<file path="config.mk">
export PLATFORM = sky130hd
export DESIGN_NAME = anchor_range_filter_table
export DESIGN_NICKNAME = d
export VERILOG_FILES = /design/src/design/arft_pkg.sv /design/src/design/arft_mac.sv /design/src/design/anchor_range_filter_table.sv
export SDC_FILE = /design/constraint.sdc
export NUM_CORES = 1
export LEC_CHECK = 0
export BUFFER_PORTS_ARGS = -buffer_cell sky130_fd_sc_hd__buf_2
export CORE_MARGIN = 8
export CORE_UTILIZATION = 56
export DETAILED_ROUTE_END_ITERATION = 12
export PLACE_DENSITY = 0.83
export SYNTH_ARGS = -nofsm -noshare
export SYNTH_HDL_FRONTEND = slang
export SYNTH_HIERARCHICAL = 1
export SYNTH_SLANG_ARGS = --single-unit
</file>
<file path="constraint.sdc">
create_clock -name clk_i -period 6.18 [get_ports clk_i]
set_input_delay 1.236 -clock clk_i [delete_from_list [all_inputs] [get_ports clk_i]]
set_output_delay 1.236 -clock clk_i [all_outputs]
set_load 0.03 [all_outputs]
</file>
<file path="src/design/arft_pkg.sv">
// Shared types and constants for the anchor range filter table.
// Used by arft_mac and anchor_range_filter_table; no dependencies.
`default_nettype none
package arft_pkg;

  localparam int ENTRIES = 8;
  localparam int IW      = (ENTRIES > 1) ? $clog2(ENTRIES) : 1;

  localparam int RW    = 16;
  localparam int LW    = 12;
  localparam int AW    = 9;
  localparam int ACC_W = 24;
  localparam int PRD_W = AW + RW;

  localparam logic [AW-1:0] ALPHA_ONE = 9'd256;

  localparam logic [1:0] OP_ADD    = 2'd0;
  localparam logic [1:0] OP_UPDATE = 2'd1;
  localparam logic [1:0] OP_DELETE = 2'd2;
  localparam logic [1:0] OP_READ   = 2'd3;

  localparam logic [2:0] ST_OK        = 3'd0;
  localparam logic [2:0] ST_NOT_FOUND = 3'd1;
  localparam logic [2:0] ST_OUTLIER   = 3'd2;
  localparam logic [2:0] ST_FULL      = 3'd3;
  localparam logic [2:0] ST_BAD_ADDR  = 3'd4;

  localparam logic [1:0] CFG_LIMIT = 2'd0;
  localparam logic [1:0] CFG_ALPHA = 2'd1;
  localparam logic [1:0] CFG_FLOOR = 2'd2;

  typedef struct packed {
    logic [2:0]           status;
    logic [RW-1:0]        range_now;
    logic [RW-1:0]        range_before;
    logic [RW-1:0]        range_oldest;
    logic signed [LW-1:0] level;
  } res_t;

  typedef struct packed {
    logic          clr;
    logic          en;
    logic [AW-1:0] a;
    logic [RW-1:0] b;
  } mac_req_t;

endpackage
`default_nettype wire

</file>
<file path="src/design/arft_mac.sv">
// Shared multiply-accumulate unit for the exponential average.
// Depends on arft_pkg.
`default_nettype none
module arft_mac (
  input  wire logic                        clk_i,
  input  wire arft_pkg::mac_req_t          req_i,
  output logic [arft_pkg::ACC_W-1:0]       acc_o
);

  logic [arft_pkg::ACC_W-1:0] acc_q, acc_d;
  logic [arft_pkg::PRD_W-1:0] prod;
  logic [arft_pkg::PRD_W-1:0] sum;

  always_comb begin
    prod  = arft_pkg::PRD_W'(req_i.a) * arft_pkg::PRD_W'(req_i.b);
    sum   = (req_i.clr ? '0 : arft_pkg::PRD_W'(acc_q)) + prod;
    acc_d = sum[arft_pkg::ACC_W-1:0];
  end

  always_ff @(posedge clk_i) begin
    if (req_i.en) begin
      acc_q <= acc_d;
    end
  end

  assign acc_o = acc_q;

endmodule
`default_nettype wire

</file>
<file path="src/design/anchor_range_filter_table.sv">
// Top level of the anchor range filter table: slot store, sequencer, output register.
// Depends on arft_pkg and arft_mac.
`default_nettype none
// One word in, one word out. An accepted word passes through S_SCAN, which walks every
// slot, and S_EVAL; an update whose previous range is below the floor then goes through
// S_WB, a smoothed update through S_MUL1, S_MUL2 and S_WB, and S_OUT moves the result
// to the result register, waiting while the output is stalled. The block is ready again
// once S_OUT is left, not before. The sequencer walks the slots one per cycle to find
// the address and the lowest free slot, and a smoothed update passes twice through the
// single 9x16 multiply-accumulate unit. The result register lets the next word in while
// a finished result waits. Configuration registers are written through cfg_we_i /
// cfg_index_i / cfg_wdata_i; index 3 is ignored.
module anchor_range_filter_table (
  input  wire logic        clk_i,
  input  wire logic        rst_ni,
  input  wire logic        cfg_we_i,
  input  wire logic [1:0]  cfg_index_i,
  input  wire logic [15:0] cfg_wdata_i,
  input  wire logic        in_valid_i,
  output logic             in_ready_o,
  input  wire logic [1:0]  op_i,
  input  wire logic [15:0] anchor_addr_i,
  input  wire logic [15:0] range_mm_i,
  input  wire logic signed [11:0] signal_level_i,
  output logic             out_valid_o,
  input  wire logic        out_ready_i,
  output logic [2:0]       status_o,
  output logic [15:0]      range_now_o,
  output logic [15:0]      range_before_o,
  output logic [15:0]      range_oldest_o,
  output logic signed [11:0] level_out_o
);

  localparam logic [2:0] S_IDLE = 3'd0;
  localparam logic [2:0] S_SCAN = 3'd1;
  localparam logic [2:0] S_EVAL = 3'd2;
  localparam logic [2:0] S_MUL1 = 3'd3;
  localparam logic [2:0] S_MUL2 = 3'd4;
  localparam logic [2:0] S_WB   = 3'd5;
  localparam logic [2:0] S_OUT  = 3'd6;

  localparam int IW = arft_pkg::IW;
  localparam int RW = arft_pkg::RW;
  localparam int LW = arft_pkg::LW;

  logic [2:0] state_q, state_d;

  logic [RW-1:0]             limit_q;
  logic [arft_pkg::AW-1:0]   alpha_q;
  logic [RW-1:0]             floor_q;

  logic [1:0]           op_q;
  logic [RW-1:0]        addr_q;
  logic [RW-1:0]        meas_q;
  logic signed [LW-1:0] lvl_q;

  logic [IW-1:0] cnt_q;
  logic          hit_q;
  logic [IW-1:0] hit_idx_q;
  logic          free_q;
  logic [IW-1:0] free_idx_q;
  logic          direct_q;

  logic [arft_pkg::ENTRIES-1:0] used_q;
  logic [RW-1:0]        slot_addr_q [arft_pkg::ENTRIES];
  logic [RW-1:0]        r0_q        [arft_pkg::ENTRIES];
  logic [RW-1:0]        r1_q        [arft_pkg::ENTRIES];
  logic [RW-1:0]        r2_q        [arft_pkg::ENTRIES];
  logic signed [LW-1:0] slvl_q      [arft_pkg::ENTRIES];

  arft_pkg::res_t res_q, res_d;
  arft_pkg::res_t out_q;
  logic           out_valid_q;

  arft_pkg::mac_req_t          mac_req;
  logic [arft_pkg::ACC_W-1:0]  acc;

  logic                    in_fire;
  logic                    scan_hit;
  logic                    scan_free;
  logic                    last;
  logic [RW-1:0]           prev;
  logic [RW-1:0]           diff;
  logic                    outlier;
  logic [arft_pkg::AW-1:0] alpha_sat;
  logic [RW-1:0]           next_rng;
  logic                    wr_add;
  logic                    wr_del;
  logic                    wr_upd;
  logic                    out_free;

  assign in_ready_o = (state_q == S_IDLE);
  assign in_fire    = in_valid_i & in_ready_o;
  assign out_free   = ~out_valid_q | out_ready_i;

  assign scan_hit  = used_q[cnt_q] && (slot_addr_q[cnt_q] == addr_q) && (addr_q != '0);
  assign scan_free = ~used_q[cnt_q] & ~free_q;
  assign last      = (cnt_q == IW'(arft_pkg::ENTRIES - 1));

  assign prev      = r0_q[hit_idx_q];
  assign diff      = (prev > meas_q) ? (prev - meas_q) : (meas_q - prev);
  assign outlier   = (prev > floor_q) && (diff > limit_q);
  assign alpha_sat = (alpha_q > arft_pkg::ALPHA_ONE) ? arft_pkg::ALPHA_ONE : alpha_q;
  assign next_rng  = direct_q ? meas_q : acc[arft_pkg::ACC_W-1:8];

  always_comb begin
    mac_req.en  = (state_q == S_MUL1) || (state_q == S_MUL2);
    mac_req.clr = (state_q == S_MUL1);
    if (state_q == S_MUL1) begin
      mac_req.a = alpha_sat;
      mac_req.b = meas_q;
    end else begin
      mac_req.a = arft_pkg::ALPHA_ONE - alpha_sat;
      mac_req.b = prev;
    end
  end

  arft_mac u_mac (
    .clk_i (clk_i),
    .req_i (mac_req),
    .acc_o (acc)
  );

  always_comb begin
    state_d = state_q;
    res_d   = res_q;
    wr_add  = 1'b0;
    wr_del  = 1'b0;
    wr_upd  = 1'b0;
    case (state_q)
      S_IDLE: begin
        if (in_fire) begin
          state_d = S_SCAN;
        end
      end
      S_SCAN: begin
        if (last) begin
          state_d = S_EVAL;
        end
      end
      S_EVAL: begin
        res_d   = '0;
        state_d = S_OUT;
        if (op_q == arft_pkg::OP_ADD) begin
          if (addr_q == '0 || hit_q) begin
            res_d.status = arft_pkg::ST_BAD_ADDR;
          end else if (!free_q) begin
            res_d.status = arft_pkg::ST_FULL;
          end else begin
            res_d.status = arft_pkg::ST_OK;
            wr_add       = 1'b1;
          end
        end else if (!hit_q) begin
          res_d.status = arft_pkg::ST_NOT_FOUND;
        end else begin
          case (op_q)
            arft_pkg::OP_UPDATE: begin
              if (outlier) begin
                res_d.status       = arft_pkg::ST_OUTLIER;
                res_d.range_now    = prev;
                res_d.range_before = r1_q[hit_idx_q];
                res_d.range_oldest = r2_q[hit_idx_q];
                res_d.level        = slvl_q[hit_idx_q];
              end else if (prev < floor_q) begin
                state_d = S_WB;
              end else begin
                state_d = S_MUL1;
              end
            end
            arft_pkg::OP_DELETE: begin
              res_d.status = arft_pkg::ST_OK;
              wr_del       = 1'b1;
            end
            default: begin
              res_d.status       = arft_pkg::ST_OK;
              res_d.range_now    = prev;
              res_d.range_before = r1_q[hit_idx_q];
              res_d.range_oldest = r2_q[hit_idx_q];
              res_d.level        = slvl_q[hit_idx_q];
            end
          endcase
        end
      end
      S_MUL1: state_d = S_MUL2;
      S_MUL2: state_d = S_WB;
      S_WB: begin
        wr_upd             = 1'b1;
        res_d.status       = arft_pkg::ST_OK;
        res_d.range_now    = next_rng;
        res_d.range_before = prev;
        res_d.range_oldest = r1_q[hit_idx_q];
        res_d.level        = lvl_q;
        state_d            = S_OUT;
      end
      S_OUT: begin
        if (out_free) begin
          state_d = S_IDLE;
        end
      end
      default: state_d = S_IDLE;
    endcase
  end

  always_ff @(posedge clk_i or negedge rst_ni) begin
    if (!rst_ni) begin
      state_q     <= S_IDLE;
      limit_q     <= 16'd1500;
      alpha_q     <= 9'd64;
      floor_q     <= 16'd10;
      used_q      <= '0;
      out_valid_q <= 1'b0;
      cnt_q       <= '0;
      hit_q       <= 1'b0;
      free_q      <= 1'b0;
    end else begin
      state_q <= state_d;
      if (cfg_we_i) begin
        case (cfg_index_i)
          arft_pkg::CFG_LIMIT: limit_q <= cfg_wdata_i;
          arft_pkg::CFG_ALPHA: alpha_q <= cfg_wdata_i[arft_pkg::AW-1:0];
          arft_pkg::CFG_FLOOR: floor_q <= cfg_wdata_i;
          default: ;
        endcase
      end
      if (in_fire) begin
        cnt_q  <= '0;
        hit_q  <= 1'b0;
        free_q <= 1'b0;
      end else if (state_q == S_SCAN) begin
        if (!last) begin
          cnt_q <= cnt_q + IW'(1);
        end
        if (scan_hit) begin
          hit_q <= 1'b1;
        end
        if (scan_free) begin
          free_q <= 1'b1;
        end
      end
      if (wr_add) begin
        used_q[free_idx_q] <= 1'b1;
      end
      if (wr_del) begin
        used_q[hit_idx_q] <= 1'b0;
      end
      if (state_q == S_OUT && out_free) begin
        out_valid_q <= 1'b1;
      end else if (out_ready_i) begin
        out_valid_q <= 1'b0;
      end
    end
  end

  // payload, no reset
  always_ff @(posedge clk_i) begin
    if (in_fire) begin
      op_q   <= op_i;
      addr_q <= anchor_addr_i;
      meas_q <= range_mm_i;
      lvl_q  <= signal_level_i;
    end
    if (state_q == S_SCAN) begin
      if (scan_hit) begin
        hit_idx_q <= cnt_q;
      end
      if (scan_free) begin
        free_idx_q <= cnt_q;
      end
    end
    if (state_q == S_EVAL) begin
      direct_q <= (prev < floor_q);
    end
    res_q <= res_d;
    if (state_q == S_OUT && out_free) begin
      out_q <= res_q;
    end
    if (wr_add) begin
      slot_addr_q[free_idx_q] <= addr_q;
      r0_q[free_idx_q]        <= '0;
      r1_q[free_idx_q]        <= '0;
      r2_q[free_idx_q]        <= '0;
      slvl_q[free_idx_q]      <= '0;
    end
    if (wr_upd) begin
      r0_q[hit_idx_q]   <= next_rng;
      r1_q[hit_idx_q]   <= prev;
      r2_q[hit_idx_q]   <= r1_q[hit_idx_q];
      slvl_q[hit_idx_q] <= lvl_q;
    end
  end

  assign out_valid_o    = out_valid_q;
  assign status_o       = out_q.status;
  assign range_now_o    = out_q.range_now;
  assign range_before_o = out_q.range_before;
  assign range_oldest_o = out_q.range_oldest;
  assign level_out_o    = out_q.level;

`ifndef SYNTH
  a_busy_after_accept: assert property (@(posedge clk_i) disable iff (!rst_ni)
    in_valid_i && in_ready_o |=> !in_ready_o)
    else $error("accepted a word while busy");

  a_status_code: assert property (@(posedge clk_i) disable iff (!rst_ni)
    out_valid_o |-> status_o <= arft_pkg::ST_BAD_ADDR)
    else $error("status code out of range");

  a_empty_fields: assert property (@(posedge clk_i) disable iff (!rst_ni)
    out_valid_o && (status_o == arft_pkg::ST_NOT_FOUND || status_o == arft_pkg::ST_FULL ||
    status_o == arft_pkg::ST_BAD_ADDR) |-> range_now_o == '0 && level_out_o == '0)
    else $error("error result carries entry data");
`endif

endmodule
`default_nettype wire
</file>
==> results.py, run 1 <==
metrics = {
    "clock_tree": {
        "clk_pin_slew_worst_paths_ps": 80,
        "cts_buffer_depth": 3,
        "clock_sinks": 872,
        "tritoncts": "built",
        "ctsHoldBuffers": 0,
        "cts_root_buf": "clkbuf_16",
        "htreeDepth": 3,
        "cts_buffers": 86,
        "clkLatencyLatePin_ps": 660,
    },
    "sta": {
        "finalHoldViolCount": 0,
        "finalMaxSlewViolations": 0,
        "rsz0062_at_grt": "true",
        "period_needed_ps": 6236,
        "fin_skew_ps": 33.33,
        "worst_slack_ps": -55.63,
        "clock.fmax_ghz": 0.1604,
        "period_share": 1.009,
        "max-slew-margin-rel": 0.1511,
        "tightest_slew_ps": 1272,
        "finalSetupViolCount": 14,
    },
    "floorplanning": {
        "start_util": 0.5640,
        "dieHeight_um": 286.6,
        "io_pins": 134,
        "rows": 99,
        "coreArea_um2": 72710,
        "dieArea_um2": 82140,
        "die_x_um": 286.6,
    },
    "run_status": {
        "outcome": "complete, but fails checks",
        "violations": "negative setup slack",
    },
    "worst_setup_path": {
        "critPathCaptureType": "flop",
        "worstSetupStartpointType": "flop",
        "cp_slowest_cell": "mux4_2",
        "timing.critical_path.fanout_max": 10,
        "worst_path_most_repeated_cell": "buf_4",
        "cp_top_family": "compound AO/OA/AOI/OAI gates",
        "critical_path_class": "flop to flop",
        "cpPeakStageDelay_ps": 560,
        "critPathArrivalTime_ps": 6660,
        "worstPathRequired_ps": 6610,
        "cp_num_buf_inv": 12,
    },
    "detailed_routing": {
        "wl_um": 108300,
        "avgRoutedWirePerCell_um": 27.24,
        "viasPerCell": 6.226,
        "dr.pass1.iters": 6,
        "drc_errors": 0,
        "drt-initial-drc-count": 2813,
        "via_count": 24760,
        "ant_nets": 0,
    },
    "global_routing": {
        "antenna_found_initial": 0,
        "grt_start_max_net_pins": 75,
        "first_global_vias": 25290,
        "grt_usage": 0.2443,
        "grt_pass1_wl_um": 153100,
        "grt_overflow_total": 0,
    },
    "synth": {
        "synth_commonest_cells": "edfxtp_1 (811), inv_1 (271), mux4_2 (154), nand2_1 (140)",
        "yosysSeqAreaShare": 0.6311,
        "synth_cell_types": 80,
        "synth.area.top_cells": "edfxtp_1 (59%), mux4_2 (8.5%), fa_1 (5.8%), ha_1 (3.6%), dfrtp_1 (2.9%)",
        "ys.flop_type": "edfxtp_1",
        "yosys.area.top_type": "edfxtp_1",
        "synth_edf_count": 811,
        "synth_seq_cells": 872,
        "ys_warn_count": 6,
        "yosysMostFrequentCell": "edfxtp_1",
        "yosysTopAreaCellShare": 0.5939,
        "syn_nets": 2922,
        "synth.cell_area_um2": 41010,
        "syn_avg_cell_area_um2": 15.68,
        "async_flop_share": 0.06651,
        "syn_inst": 2615,
    },
    "layout": {
        "drive_above_1_share": 0.2697,
        "n_fill_cell": 4666,
        "diodes": 0,
        "syn_to_final_growth_pct": 17.15,
        "nNetsFinal": 3257,
        "finish.utilization": 0.6607,
    },
    "placement": {
        "port_buffers": 133,
        "place.gp.congestion": 0.9054,
        "dp_hpwl_um": 63420,
    },
    "run": {
        "cap_viol_max_count": 0,
    },
    "worst_hold_path": {
        "hold_class": "flop to flop",
    },
}
## final timing paths
kind                                 from           endpoint  slack [ps]  cells past startpoint
worst max-delay path                 flop          res_q[51]         -60                     30
worst min-delay path            res_q[16]  range_oldest_o[4]         420                      0
worst max register to register       flop          res_q[51]         -60                     30
worst min register to register  res_q[16]  range_oldest_o[4]         420                      0
max in group asynchronous          rst_ni           cnt_q[0]        4860                      2
min in group asynchronous          rst_ni         alpha_q[7]         730                      2
## registers in the layout, indices dropped and copies added, names as in the netlist, 24 cells and up, named ones only
signal,cells
res_q,63
r2_q,128
u_mac/acc_o,24
r1_q,128
slot_addr_q,128
slvl_q,96
r0_q,128
## cells by family (layout without fill, tap and decap cells)
kind of cell,count (synthesis),in the layout,synth area share
adder cells (fa/ha/maj),238,238,0.09441
AND/OR/NAND/NOR,488,488,0.05904
multiplexers,291,291,0.1192
buffers and inverters,378,781,0.03610
AO/OA/AOI/OAI,295,295,0.04882
XOR/XNOR,53,53,0.01132
flip-flops,872,872,0.6311
## per-stage QoR
step                hold slack [ps]  instance area [µm²]  setup slack [ps]  instances  TNS, ps
global placement              403.1                44040            -103.7       3776   -261.8
global route                  422.3                48040            -200.2       3977    -6818
detailed placement            405.6                44040            -164.2       3776    -4111
floorplan                     400.3                41010             9.013       2615        0
CTS                           420.9                46910            -1.738       3935   -1.738
finish                        417.0                48040            -55.63       3977   -243.9
## cell type report
cell class	count	area (µm²)	share of cell area
clock buffers	107	2241	0.04665
clock inverters	49	505.5	0.01052
inverters	271	1017	0.02118
multi-input cells	1365	14480	0.3014
flip-flops and latches	872	25890	0.5390
well taps	959	1200	0.02498
repair buffers	354	2704	0.05628
## cell usage in the layout, fill, tap and decap left out, types with 12 or more instances in the layout
| cell type | netlist | layout |
|---|---|---|
| nand2b_1 | 46 | 44 |
| o21ai_0 | 47 | 40 |
| buf_6 | 3 | 17 |
| edfxtp_1 | 811 | 811 |
| buf_4 | 5 | 180 |
| ha_4 | 0 | 12 |
| a21o_1 | 32 | 32 |
| mux2i_1 | 102 | 87 |
| inv_1 | 271 | 267 |
| nand3_1 | 19 | 15 |
| and2_1 | 73 | 69 |
| o31ai_1 | 69 | 62 |
| mux4_2 | 154 | 154 |
| clkbuf_16 | 0 | 92 |
| mux2_2 | 32 | 31 |
| xor2_1 | 15 | 15 |
| nand2_1 | 140 | 138 |
| clkinv_1 | 0 | 18 |
| xnor2_1 | 38 | 38 |
| nor2_1 | 109 | 93 |
| nor3_1 | 22 | 16 |
| dfrtp_1 | 48 | 46 |
| buf_12 | 0 | 14 |
| a21oi_1 | 67 | 52 |
| mux2i_4 | 0 | 13 |
| a21oi_2 | 3 | 13 |
| fa_1 | 119 | 114 |
| clkbuf_1 | 69 | 20 |
| ha_1 | 119 | 105 |
| nand4_1 | 18 | 18 |
| nor2b_1 | 24 | 23 |
| buf_2 | 16 | 133 |
## routing by layer
| metal | global-route usage | wire (µm) |
|---|---|---|
| met5 | 0 | 0 |
| met4 | 0.09582 | 5130 |
| met3 | 0.04350 | 9811 |
| met2 | 0.4222 | 54700 |
| met1 | 0.3062 | 38700 |
## what timing repair did
item	in CTS	in global routing
cloned	0	8
buffers inserted	3	36
resized for setup	23	130
endpoints found under the hold margin	0	0
endpoints found under the setup margin	70	75
pin swaps	2	44
Power of run 1 is left out: the tool's default activity adds up to more than one toggle a clock period on the data nets, which glitch-free logic cannot reach.
==> run 2, diff against run 1 <==
CORE_UTILIZATION = 58   (was 56)
CTS_BUF_LIST = sky130_fd_sc_hd__clkbuf_2 sky130_fd_sc_hd__clkbuf_4 sky130_fd_sc_hd__clkbuf_8   (was default)
PLACE_DENSITY = 0.85   (was 0.83)
==> run 2 against run 1 <==
  * The flow now finishes without violations
  * Final cell count rose by 0.55%
  * Maximum frequency rose by 1.2%
  * Sequential share of layout area rose by 0.93 points
  * Cell area fell by 1.7%
  * First-iteration DRC count fell by 4.8%
  * Via count fell by 0.52%
  * Utilization rose by 1.4 points
  * Count of clock-buffer cells in the layout rose by 76
  * Hold slack got worse by 3.5 ps
  * Non-clock buffer count fell by 43
  * Clock skew rose by 20 ps
  * Setup slack improved by 72 ps
  * Highest routed layer unchanged
==> results.py, run 2 (synthesis gave the netlist of run 1 again) <==
metrics = {
    "worst_hold_path": {
        "hold_class": "flop to flop",
    },
    "floorplanning": {
        "dieHeight_um": 281.9,
        "coreArea_um2": 70030,
        "die_x_um": 281.9,
        "dieArea_um2": 79460,
        "io_pins": 134,
        "rows": 97,
        "start_util": 0.5856,
    },
    "detailed_routing": {
        "ant_nets": 0,
        "drc_errors": 0,
        "avgRoutedWirePerCell_um": 25.50,
        "drt-initial-drc-count": 2678,
        "wl_um": 102000,
        "via_count": 24630,
        "dr.pass1.iters": 7,
        "viasPerCell": 6.159,
    },
    "run": {
        "cap_viol_max_count": 0,
    },
    "placement": {
        "place.gp.congestion": 0.8848,
        "placed_area_um2": 44000,
        "port_buffers": 133,
        "place_ws_ps": -150.5,
        "dp_hpwl_um": 63200,
    },
    "global_routing": {
        "grt_pass1_wl_um": 152100,
        "grt_overflow_total": 0,
        "antenna_found_initial": 0,
        "first_global_vias": 26090,
        "grt_start_max_net_pins": 89,
        "grt_usage": 0.2543,
    },
    "sta": {
        "clock.fmax_ghz": 0.1622,
        "rsz0062_at_grt": "true",
        "finalHoldViolCount": 0,
        "fin_skew_ps": 53.11,
        "setup_tns_ps": 0,
        "tightest_slew_ps": 1314,
        "holdWs_ps": 413.5,
        "worst_slack_ps": 15.93,
        "period_share": 0.9974,
        "period_needed_ps": 6164,
        "finalMaxSlewViolations": 0,
        "finalSetupViolCount": 0,
        "max-slew-margin-rel": 0.1221,
    },
    "worst_setup_path": {
        "critPathCaptureType": "flop",
        "critical_path_class": "flop to flop",
        "worstPathRequired_ps": 6720,
        "critPathArrivalTime_ps": 6700,
        "worstSetupStartpointType": "flop",
        "timing.critical_path.fanout_max": 9,
    },
    "clock_tree": {
        "clkLatencyLatePin_ps": 820,
        "cts_buffers": 135,
        "tritoncts": "built",
        "cts_root_buf": "clkbuf_8",
        "clk_pin_slew_worst_paths_ps": 70,
        "ctsHoldBuffers": 0,
        "clock_sinks": 872,
        "htreeDepth": 4,
        "cts_buffer_depth": 3,
    },
    "layout": {
        "diodes": 0,
        "nNetsFinal": 3263,
        "layout_common_cells": "edfxtp_1 (811), inv_1 (271), buf_4 (163), mux4_2 (154), nand2_1 (140)",
        "n_fill_cell": 4383,
        "stdcell_area_um2": 47220,
        "syn_to_final_growth_pct": 15.16,
        "drive_above_1_share": 0.2730,
        "multi_input_area_um2": 14180,
        "layout_commonest_cell": "edfxtp_1",
        "layout.area.seq_um2": 25890,
    },
    "run_status": {
        "outcome": "completed",
    },
}
[run 2: changes by cell type in the layout (fill, tap and decap cells not counted), sizes merged]
cell	change
clkinv	+3
clkdlybuf4s15	-2
clkbuf	+70
inv	+6
clkinvlp	-2
bufinv	+1
buf	-35
[run 2: cell type report]
| cell class | count | area share |
|---|---|---|
| clock inverter | 57 | 0.01190 |
| tap | 940 | 0.02491 |
| inverter | 271 | 0.02154 |
| sequential | 872 | 0.5483 |
| clock buffer | 183 | 0.04711 |
| multi-input combinational | 1365 | 0.3003 |
| timing repair buffer | 311 | 0.04600 |
[run 2: metal layers]
layer  part of all wire  track usage  wire length, µm
met5                  0            0                0
met4              0.049       0.1274             4984
met2               0.50       0.4311            51410
met3              0.089      0.05229             9078
met1               0.36       0.3102            36510
[run 2: critical path: stages (launching register included)]
cell and delay, ps:
dfxtp_4 440, buf_12 170, mux4_2 540, mux2i_2 250, buf_4 200, a21oi_1 60, buf_4 170, and2_1 160
fa_1 530, fa_1 430, fa_1 460, fa_1 500, inv_1 60, fa_1 480, inv_1 40, ha_1 310
a211oi_2 230, o21ai_1 130, a32oi_2 210, o21ai_2 140, a311oi_2 310, xnor2_1 100
[run 2: metrics by stage]
stage,instances,util
after floorplan,2615,-
after global placement,3752,0.6283
after detailed placement,3752,0.6283
after CTS,3995,0.6693
after global routing,3999,0.6743
final,3999,0.6743
[run 2: timing repair]
action                                  CTS  global route
resized for setup                        15            68
buffers inserted                          3             4
endpoints found under the setup margin   63            75
pin swaps                                 1             6
[run 2: final timing paths]
check / startpoint / to / slack (ps) / depth (start not counted)
worst max-delay path: flop / u_mac/acc_o[23] / 20 / 21
worst min-delay path: res_q[20] / range_oldest_o[8] / 410 / 0
worst max register to register: flop / u_mac/acc_o[23] / 20 / 21
worst min register to register: res_q[20] / range_oldest_o[8] / 410 / 0
max in group asynchronous: rst_ni / cnt_q[1] / 5040 / 2
min in group asynchronous: rst_ni / alpha_q[5] / 600 / 2
Power of run 2 is left out for the same reason.
